===== src/rtl/core/idnp_pkg.sv =====
`timescale 1ns / 1ps

package idnp_pkg;

    localparam int QUEUE_DEPTH = 4;
    localparam int QPTR_BITS   = $clog2(QUEUE_DEPTH);
    localparam int QCNT_BITS   = $clog2(QUEUE_DEPTH + 1);

    localparam logic KIND_CHAR   = 1'b0;
    localparam logic KIND_RECORD = 1'b1;

    // results caused by one accepted byte, character first
    typedef struct packed {
        logic        has_char;
        logic [7:0]  name_char;
        logic        has_rec;
        logic [31:0] record_id;
    } res_entry_t;

endpackage


===== src/rtl/core/idnp_front.sv =====
`timescale 1ns / 1ps

module idnp_front #(
    parameter int ID_BITS = 32
) (
    input  logic                clk,
    input  logic                rst_n,
    input  logic                byte_valid,
    input  logic [7:0]          data_byte,
    input  logic                final_byte,
    input  logic                queue_full,
    output logic                byte_ready,
    output logic                push,
    output idnp_pkg::res_entry_t push_entry
);

    localparam logic [7:0] CH_BLANK_MAX = 8'd32;
    localparam logic [7:0] CH_ZERO      = 8'h30;
    localparam logic [7:0] CH_NINE      = 8'h39;
    localparam logic [7:0] CH_LBRACK    = 8'h5B;
    localparam logic [7:0] CH_RBRACK    = 8'h5D;
    localparam logic [7:0] CH_COMMA     = 8'h2C;
    localparam logic [7:0] CH_QUOTE     = 8'h22;
    localparam logic [7:0] CH_BSLASH    = 8'h5C;
    localparam logic [7:0] CH_N         = 8'h6E;
    localparam logic [7:0] CH_R         = 8'h72;
    localparam logic [7:0] CH_T         = 8'h74;
    localparam logic [7:0] CH_U         = 8'h75;
    localparam logic [7:0] CODE_LF      = 8'd10;
    localparam logic [7:0] CODE_CR      = 8'd13;
    localparam logic [7:0] CODE_TAB     = 8'd9;
    localparam logic [2:0] HEX_DIGITS   = 3'd4;

    typedef enum logic [3:0] {
        PH_WAIT_OPEN,
        PH_OUTER,
        PH_ID_PRE,
        PH_ID_DIG,
        PH_AFTER_ID,
        PH_NAME_PRE,
        PH_IN_STR,
        PH_SKIP_CLOSE,
        PH_DONE
    } phase_t;

    phase_t               phase_reg, phase_next;
    logic [ID_BITS-1:0]   acc_reg, acc_next;
    logic [2:0]           hex_reg, hex_next;
    logic                 esc_reg, esc_next;

    logic                 accept;
    logic                 blank;
    logic                 digit;
    logic [ID_BITS-1:0]   acc_mul;
    logic [ID_BITS+31:0]  acc_ext;
    logic [31:0]          cur_id;
    idnp_pkg::res_entry_t ent;

    assign byte_ready = !queue_full;
    assign accept     = byte_valid && byte_ready;
    assign blank      = data_byte <= CH_BLANK_MAX;
    assign digit      = (data_byte >= CH_ZERO) && (data_byte <= CH_NINE);
    assign acc_mul    = (acc_reg << 3) + (acc_reg << 1)
                      + {{(ID_BITS-4){1'b0}}, data_byte[3:0]};
    assign acc_ext    = {32'b0, acc_reg};
    assign cur_id     = acc_ext[31:0];

    always_comb
    begin
        phase_next = phase_reg;
        acc_next   = acc_reg;
        hex_next   = hex_reg;
        esc_next   = esc_reg;
        ent        = '0;
        case (phase_reg)
            PH_WAIT_OPEN:
            begin
                if (!blank)
                    phase_next = (data_byte == CH_LBRACK) ? PH_OUTER : PH_DONE;
            end
            PH_OUTER:
            begin
                if (!blank && data_byte != CH_COMMA)
                begin
                    if (data_byte == CH_LBRACK)
                    begin
                        acc_next   = '0;
                        phase_next = PH_ID_PRE;
                    end
                    else
                        phase_next = PH_DONE;
                end
            end
            PH_ID_PRE, PH_ID_DIG:
            begin
                if (digit)
                begin
                    acc_next   = acc_mul;
                    phase_next = PH_ID_DIG;
                end
                else if (blank)
                begin
                    if (phase_reg == PH_ID_DIG)
                        phase_next = PH_AFTER_ID;
                end
                else if (data_byte == CH_COMMA)
                    phase_next = PH_NAME_PRE;
                else
                    phase_next = (data_byte == CH_RBRACK) ? PH_OUTER : PH_SKIP_CLOSE;
            end
            PH_AFTER_ID:
            begin
                if (!blank)
                begin
                    if (data_byte == CH_COMMA)
                        phase_next = PH_NAME_PRE;
                    else
                        phase_next = (data_byte == CH_RBRACK) ? PH_OUTER : PH_SKIP_CLOSE;
                end
            end
            PH_NAME_PRE:
            begin
                if (!blank)
                begin
                    if (data_byte == CH_QUOTE)
                    begin
                        esc_next   = 1'b0;
                        hex_next   = '0;
                        phase_next = PH_IN_STR;
                    end
                    else
                    begin
                        ent.has_rec   = 1'b1;
                        ent.record_id = cur_id;
                        phase_next = (data_byte == CH_RBRACK) ? PH_OUTER : PH_SKIP_CLOSE;
                    end
                end
            end
            PH_IN_STR:
            begin
                if (hex_reg != 3'd0)
                    hex_next = hex_reg - 3'd1;
                else if (esc_reg)
                begin
                    esc_next = 1'b0;
                    case (data_byte)
                        CH_N:
                        begin
                            ent.has_char  = 1'b1;
                            ent.name_char = CODE_LF;
                        end
                        CH_R:
                        begin
                            ent.has_char  = 1'b1;
                            ent.name_char = CODE_CR;
                        end
                        CH_T:
                        begin
                            ent.has_char  = 1'b1;
                            ent.name_char = CODE_TAB;
                        end
                        CH_U:
                            hex_next = HEX_DIGITS;
                        default:
                        begin
                            ent.has_char  = 1'b1;
                            ent.name_char = data_byte;
                        end
                    endcase
                end
                else if (data_byte == CH_QUOTE)
                begin
                    ent.has_rec   = 1'b1;
                    ent.record_id = cur_id;
                    phase_next    = PH_SKIP_CLOSE;
                end
                else if (data_byte == CH_BSLASH)
                    esc_next = 1'b1;
                else
                begin
                    ent.has_char  = 1'b1;
                    ent.name_char = data_byte;
                end
            end
            PH_SKIP_CLOSE:
            begin
                if (data_byte == CH_RBRACK)
                    phase_next = PH_OUTER;
            end
            default:
                phase_next = PH_DONE;
        endcase

        if (final_byte)
        begin
            if (phase_next == PH_NAME_PRE || phase_next == PH_IN_STR)
            begin
                ent.has_rec   = 1'b1;
                ent.record_id = cur_id;
            end
            phase_next = PH_WAIT_OPEN;
            acc_next   = '0;
            hex_next   = '0;
            esc_next   = 1'b0;
        end
    end

    assign push       = accept && (ent.has_char || ent.has_rec);
    assign push_entry = ent;

    always_ff @(posedge clk or negedge rst_n)
    begin
        if (!rst_n)
        begin
            phase_reg <= PH_WAIT_OPEN;
            acc_reg   <= '0;
            hex_reg   <= '0;
            esc_reg   <= 1'b0;
        end
        else if (accept)
        begin
            phase_reg <= phase_next;
            acc_reg   <= acc_next;
            hex_reg   <= hex_next;
            esc_reg   <= esc_next;
        end
    end

endmodule


===== src/rtl/core/idnp_queue.sv =====
`timescale 1ns / 1ps

module idnp_queue (
    input  logic                 clk,
    input  logic                 rst_n,
    input  logic                 push,
    input  idnp_pkg::res_entry_t push_entry,
    input  logic                 pop,
    output idnp_pkg::res_entry_t head_entry,
    output logic                 full,
    output logic                 empty
);

    idnp_pkg::res_entry_t              slots_reg [idnp_pkg::QUEUE_DEPTH];
    logic [idnp_pkg::QPTR_BITS-1:0]    wr_reg, rd_reg;
    logic [idnp_pkg::QCNT_BITS-1:0]    cnt_reg;

    assign full       = cnt_reg == idnp_pkg::QCNT_BITS'(idnp_pkg::QUEUE_DEPTH);
    assign empty      = cnt_reg == '0;
    assign head_entry = slots_reg[rd_reg];

    always_ff @(posedge clk)
    begin
        if (push)
            slots_reg[wr_reg] <= push_entry;
    end

    always_ff @(posedge clk or negedge rst_n)
    begin
        if (!rst_n)
        begin
            wr_reg  <= '0;
            rd_reg  <= '0;
            cnt_reg <= '0;
        end
        else
        begin
            if (push)
                wr_reg <= wr_reg + 1'b1;
            if (pop)
                rd_reg <= rd_reg + 1'b1;
            if (push && !pop)
                cnt_reg <= cnt_reg + 1'b1;
            else if (pop && !push)
                cnt_reg <= cnt_reg - 1'b1;
        end
    end

    a_no_overflow: assert property (@(posedge clk) disable iff (!rst_n)
        full |-> !push)
        else $error("queue written while full");

    a_no_underflow: assert property (@(posedge clk) disable iff (!rst_n)
        empty |-> !pop)
        else $error("queue read while empty");

endmodule


===== src/rtl/core/idnp_back.sv =====
`timescale 1ns / 1ps

module idnp_back (
    input  logic                 clk,
    input  logic                 rst_n,
    input  logic                 empty,
    input  idnp_pkg::res_entry_t head_entry,
    output logic                 pop,
    output logic                 m_tvalid,
    input  logic                 m_tready,
    output logic [39:0]          m_tdata,
    output logic                 m_tuser,
    output logic                 m_tlast
);

    logic        valid_reg;
    logic        kind_reg;
    logic [7:0]  char_reg;
    logic [31:0] id_reg;
    logic        last_reg;
    logic        pend_reg;
    logic [31:0] pend_id_reg;
    logic        load;

    assign load = !valid_reg || m_tready;
    assign pop  = load && !pend_reg && !empty;

    assign m_tvalid = valid_reg;
    assign m_tdata  = {id_reg, char_reg};
    assign m_tuser  = kind_reg;
    assign m_tlast  = last_reg;

    always_ff @(posedge clk or negedge rst_n)
    begin
        if (!rst_n)
        begin
            valid_reg <= 1'b0;
            pend_reg  <= 1'b0;
        end
        else if (load)
        begin
            if (pend_reg)
            begin
                valid_reg <= 1'b1;
                pend_reg  <= 1'b0;
            end
            else if (!empty)
            begin
                valid_reg <= 1'b1;
                pend_reg  <= head_entry.has_char && head_entry.has_rec;
            end
            else
                valid_reg <= 1'b0;
        end
    end

    always_ff @(posedge clk)
    begin
        if (load)
        begin
            if (pend_reg)
            begin
                kind_reg <= idnp_pkg::KIND_RECORD;
                char_reg <= '0;
                id_reg   <= pend_id_reg;
                last_reg <= 1'b1;
            end
            else if (head_entry.has_char)
            begin
                kind_reg    <= idnp_pkg::KIND_CHAR;
                char_reg    <= head_entry.name_char;
                id_reg      <= '0;
                last_reg    <= !head_entry.has_rec;
                pend_id_reg <= head_entry.record_id;
            end
            else
            begin
                kind_reg <= idnp_pkg::KIND_RECORD;
                char_reg <= '0;
                id_reg   <= head_entry.record_id;
                last_reg <= 1'b1;
            end
        end
    end

    a_pend_has_output: assert property (@(posedge clk) disable iff (!rst_n)
        pend_reg |-> valid_reg)
        else $error("pending record without a word in the output stage");

    a_record_follows: assert property (@(posedge clk) disable iff (!rst_n)
        valid_reg && m_tready && !last_reg |=> valid_reg && kind_reg == idnp_pkg::KIND_RECORD)
        else $error("record word missing after character word");

endmodule


===== src/rtl/core/id_name_pair_list_parser.sv =====
`timescale 1ns / 1ps

// streaming parser for a list of [id, "name"] records: one response byte is taken per cycle
// whenever the four-entry result queue has room, and the output stage sends one result word
// per cycle while m_tready is high, so a byte that closes a record while yielding a character
// occupies two output words; with the output never stalled the sustained rate is one byte per
// cycle, and each result is written into the queue and then registered in the output stage
module id_name_pair_list_parser #(
    parameter int ID_BITS = 32
) (
    input  logic        clk,
    input  logic        rst_n,
    input  logic        s_tvalid,
    output logic        s_tready,
    input  logic [7:0]  s_tdata,   // data_byte
    input  logic        s_tlast,   // final_byte
    output logic        m_tvalid,
    input  logic        m_tready,
    output logic [39:0] m_tdata,   // name_char [7:0], record_id [39:8]
    output logic        m_tuser,   // kind
    output logic        m_tlast    // run_end
);

    idnp_pkg::res_entry_t push_entry;
    idnp_pkg::res_entry_t head_entry;
    logic                 push;
    logic                 pop;
    logic                 full;
    logic                 empty;

    idnp_front #(
        .ID_BITS    (ID_BITS)
    ) u_front (
        .clk        (clk),
        .rst_n      (rst_n),
        .byte_valid (s_tvalid),
        .data_byte  (s_tdata),
        .final_byte (s_tlast),
        .queue_full (full),
        .byte_ready (s_tready),
        .push       (push),
        .push_entry (push_entry)
    );

    idnp_queue u_queue (
        .clk        (clk),
        .rst_n      (rst_n),
        .push       (push),
        .push_entry (push_entry),
        .pop        (pop),
        .head_entry (head_entry),
        .full       (full),
        .empty      (empty)
    );

    idnp_back u_back (
        .clk        (clk),
        .rst_n      (rst_n),
        .empty      (empty),
        .head_entry (head_entry),
        .pop        (pop),
        .m_tvalid   (m_tvalid),
        .m_tready   (m_tready),
        .m_tdata    (m_tdata),
        .m_tuser    (m_tuser),
        .m_tlast    (m_tlast)
    );

endmodule

===== config.mk =====
export PLATFORM = sky130hd
export DESIGN_NAME = id_name_pair_list_parser
export DESIGN_NICKNAME = d
export VERILOG_FILES = /design/src/rtl/core/idnp_pkg.sv /design/src/rtl/core/idnp_front.sv /design/src/rtl/core/idnp_queue.sv /design/src/rtl/core/idnp_back.sv /design/src/rtl/core/id_name_pair_list_parser.sv
export SDC_FILE = /design/constraint.sdc
export NUM_CORES = 1
export LEC_CHECK = 0
export BUFFER_PORTS_ARGS = -buffer_cell sky130_fd_sc_hd__buf_2
export CORE_ASPECT_RATIO = 0.8
export CORE_UTILIZATION = 28
export DETAILED_ROUTE_END_ITERATION = 8
export GPL_ROUTABILITY_DRIVEN = 0
export GPL_TIMING_DRIVEN = 0
export HOLD_SLACK_MARGIN = 0.05
export SYNTH_ARGS = -nofsm -noshare
export SYNTH_HDL_FRONTEND = slang
export SYNTH_SLANG_ARGS = --single-unit

===== constraint.sdc =====
create_clock -name clk -period 5.2 [get_ports clk]
set_input_delay 1.04 -clock clk [delete_from_list [all_inputs] [get_ports clk]]
set_output_delay 1.04 -clock clk [all_outputs]
set_load 0.1 [all_outputs]

==> flow_metrics.py <==
metrics = {
    "timing": {
        "finalCritPeriodShare_pct": 76.83,
        "layout_min_cycle_time_ns": 3.995,
        "max_freq_mhz": 250.3,
        "grt_setup_unrepaired": "no",
        "whs_ns": 0.4960,
        "setup_viol": 0,
        "finalHoldViolCount": 0,
        "maxSlewViolCount": 0,
        "fin_skew_ns": 0.01344,
        "max_slew_margin_pct": 40.08,
        "post-route-worst-setup-slack_ns": 1.205,
        "tightest_slew_ns": 0.8988,
    },
    "setup_path": {
        "worstPathRequired_ns": 5.64,
        "slowest_delay_ns": 0.59,
        "critPathMostFrequentCell": "buf_2",
        "critical_path.n_buffers_inverters": 3,
        "timing.critical_path.slowest_stage_cell": "a311oi_4",
        "critical_path.startpoint_type": "input pin",
        "critical_path.max_fanout": 10,
        "cell_by_cell_trace_of_the_critical_path": "buf_2 > buf_2 > xor2_1 > o41ai_2 > a221oi_1 > nor4_2 > xnor2_1 > a311oi_4 > a21oi_4 > ha_1 > inv_1 > fa_1 > mux2_2",
        "critPathKind": "in -> reg",
        "crit_family": "compound AO/OA/AOI/OAI gates",
        "timing.critical_path.to_type": "register",
        "cp_data_arrival_time_ns": 4.44,
    },
    "layout": {
        "finish.instance_area_um2": 15670,
        "fin_util_pct": 33.15,
        "nets": 1144,
        "fillers": 4582,
        "layout-drive-gt1-share_pct": 15.99,
        "largest_reg_flops": 168,
        "antenna_cells": 0,
        "synthToLayoutAreaGrowth_pct": 16.06,
    },
    "clock_network": {
        "tritoncts.num_buffers": 30,
        "clkLatencyLatePin_ns": 0.55,
        "htree_levels": 1,
        "cts_setup_buffers": 0,
        "post_cts_hold_buffer_count": 0,
        "post_cts.resized_instances": 0,
        "path_clk_slew_ns": 0.06,
        "cts_tree": "done",
        "clkSinkCount": 291,
        "cts_max_path_buffers": 3,
        "clock_tree.root_cell": "clkbuf_16",
    },
    "place": {
        "hpwl_mm": 18.95,
        "placed_cell_area_um2": 14660,
        "portBuffers": 52,
        "worst_case_setup_slack_after_placement_ns": 0.6209,
    },
    "logic_synthesis": {
        "ys_warn_count": 0,
        "synth_cell_type_count": 67,
        "postSynth.topFlopCell": "edfxtp_1",
        "mean_area_per_synthesized_cell_um2": 13.86,
        "synth_enable_flop_cells": 242,
        "synth_fp_nets": 1054,
        "ys_seq_area_share_pct": 62.91,
        "netlist_instances": 974,
        "asyncSetResetFlopFracSynth_pct": 16.84,
        "synth_seq_cells": 291,
        "mappedNetlistArea_um2": 13500,
    },
    "global_route": {
        "overflow": 0,
        "global_route.peak_usage_layer": "met2",
        "antenna_found_initial": 1,
        "grt_use_met3_pct": 1.322,
        "grt_max_degree": 50,
        "grt_util_met1_pct": 14.83,
        "grt_usage_pct": 10.97,
        "grt_pass1_wl_mm": 42.97,
        "grt.met2_usage_pct": 18.19,
        "first_global_vias": 7894,
    },
    "flow_run": {
        "cap_violations": 0,
    },
    "floorplan": {
        "die_w_um": 247.5,
        "dieArea_um2": 49100,
        "die_h_um": 198.4,
        "std_cell_rows": 71,
        "num_io_pins": 57,
        "core_region_area_um2": 47260,
        "start_util_pct": 28.57,
    },
    "detailed_routing": {
        "dr_total_vias": 7906,
        "drt_pre_antenna_iters": 7,
        "drc": 0,
        "totalWireLength_mm": 26.66,
        "first_iteration_detailed_routing_drc_count": 503,
        "drt.antenna.violating_nets": 0,
        "avgViaCountPerCell": 4.629,
        "routed_wire_length_per_instance_um": 15.61,
    },
    "worst_hold_path": {
        "min-delay-path-class": "reg -> reg",
    },
    "run_status": {
        "status": "complete, no violations",
    },
    "pwr": {
        "pwr_density_cell_nw_per_um2": 470.6,
        "power.leakage_nw": 5.666,
        "vdd_drop_max_mv": 0.4017,
    },
}
through the flow:
stage,power (mW),std cells,setup TNS [ns]
6_report,7.373,1708,0
3_5_place_dp,5.297,1652,0
4_1_cts,7.474,1708,0
3_3_place_gp,5.273,1646,-63.28
5_1_grt,7.697,1708,0
2_1_floorplan,4.846,974,0
layout by cell type (no fill, tap or decap), drive strengths merged, types with 20 or more instances in the layout:
master,count
mux4,41
inv,20
buf,75
o21ai,82
edfxtp,242
nor2b,51
clkbuf,78
nand2,123
a21oi,36
nor2,30
dfrtp,49
ha,64
path summary, 6_finish.rpt:
| check | cells past startpoint | start | to | slack [ns] |
|---|---|---|---|---|
| max | 13 | s_tdata[3] | u_queue.cnt_reg[1] | 1.20 |
| min | 1 | u_queue.cnt_reg[2] | u_queue.cnt_reg[2] | 0.50 |
| max reg2reg | 12 | u_front.phase_reg[3] | u_queue.cnt_reg[1] | 1.37 |
| min reg2reg | 1 | u_queue.cnt_reg[2] | u_queue.cnt_reg[2] | 0.50 |
| max in group asynchronous | 1 | rst_n | u_queue.wr_reg[0] | 4.19 |
| min in group asynchronous | 1 | rst_n | u_front.acc_reg[7] | 0.53 |
Yosys cell counts, types with 15 or more instances:
library cell,number,area (µm²)
dfrtp_1,49,1226
nor2_1,30,112.6
inv_1,19,71.32
nand2b_1,15,93.84
ha_1,64,800.8
nor2b_1,51,319.1
mux4_2,41,923.4
clkbuf_1,28,105.1
o21ai_0,80,400.4
nand2_1,123,461.7
edfxtp_1,242,7267
xor2_1,15,131.4
a21oi_1,35,175.2
worst register-to-register path, stage by stage, from the launching register on:
cell	delay [ns]
dfrtp_1	0.35
clkbuf_1	0.19
nor4b_1	0.48
or4b_1	0.51
o211ai_1	0.13
nor4_2	0.08
xnor2_1	0.17
a311oi_4	0.59
a21oi_4	0.19
ha_1	0.27
inv_1	0.09
fa_1	0.39
mux2_2	0.27
metal layers:
layer / part of all wire, % / wire, µm / vias up
met4: 2.4 / 649 / 2
met2: 47 / 12530 / 144
met5: 0.038 / 10 / -
met3: 3.7 / 985 / 40
li1: - / - / 3860
met1: 47 / 12490 / 3860
logic make-up after synthesis:
logic type | Yosys count | share of synthesized area [%]
AOI/OAI and AO/OA | 184 | 8.814
DFF | 291 | 62.91
muxes | 47 | 7.340
buffers and inverters | 64 | 1.937
adders and majority gates | 67 | 6.376
xor gates and xnor gates | 29 | 1.881
and+or+nand+nor | 292 | 10.74
area by class of cell:
cell class,count,area (µm²),share of cell area (%)
clock buffers,50,897.1,5.725
clock inverters,6,112.6,0.7187
inverters,19,71.32,0.4552
repair buffers,58,372.9,2.380
multi-input cells,619,4756,30.35
well taps,620,775.7,4.951
plain buffers,45,190.2,1.214
flip-flops and latches,291,8493,54.20
power breakdown:
| group | switching (mW) | internal (mW) |
|---|---|---|
| logic | 1.72 | 0.548 |
| registers | 0.0785 | 2.86 |
| clock network | 0.843 | 1.32 |
| total | 2.64 | 4.73 |
No activity file was read; power rests on OpenSTA's default activity.
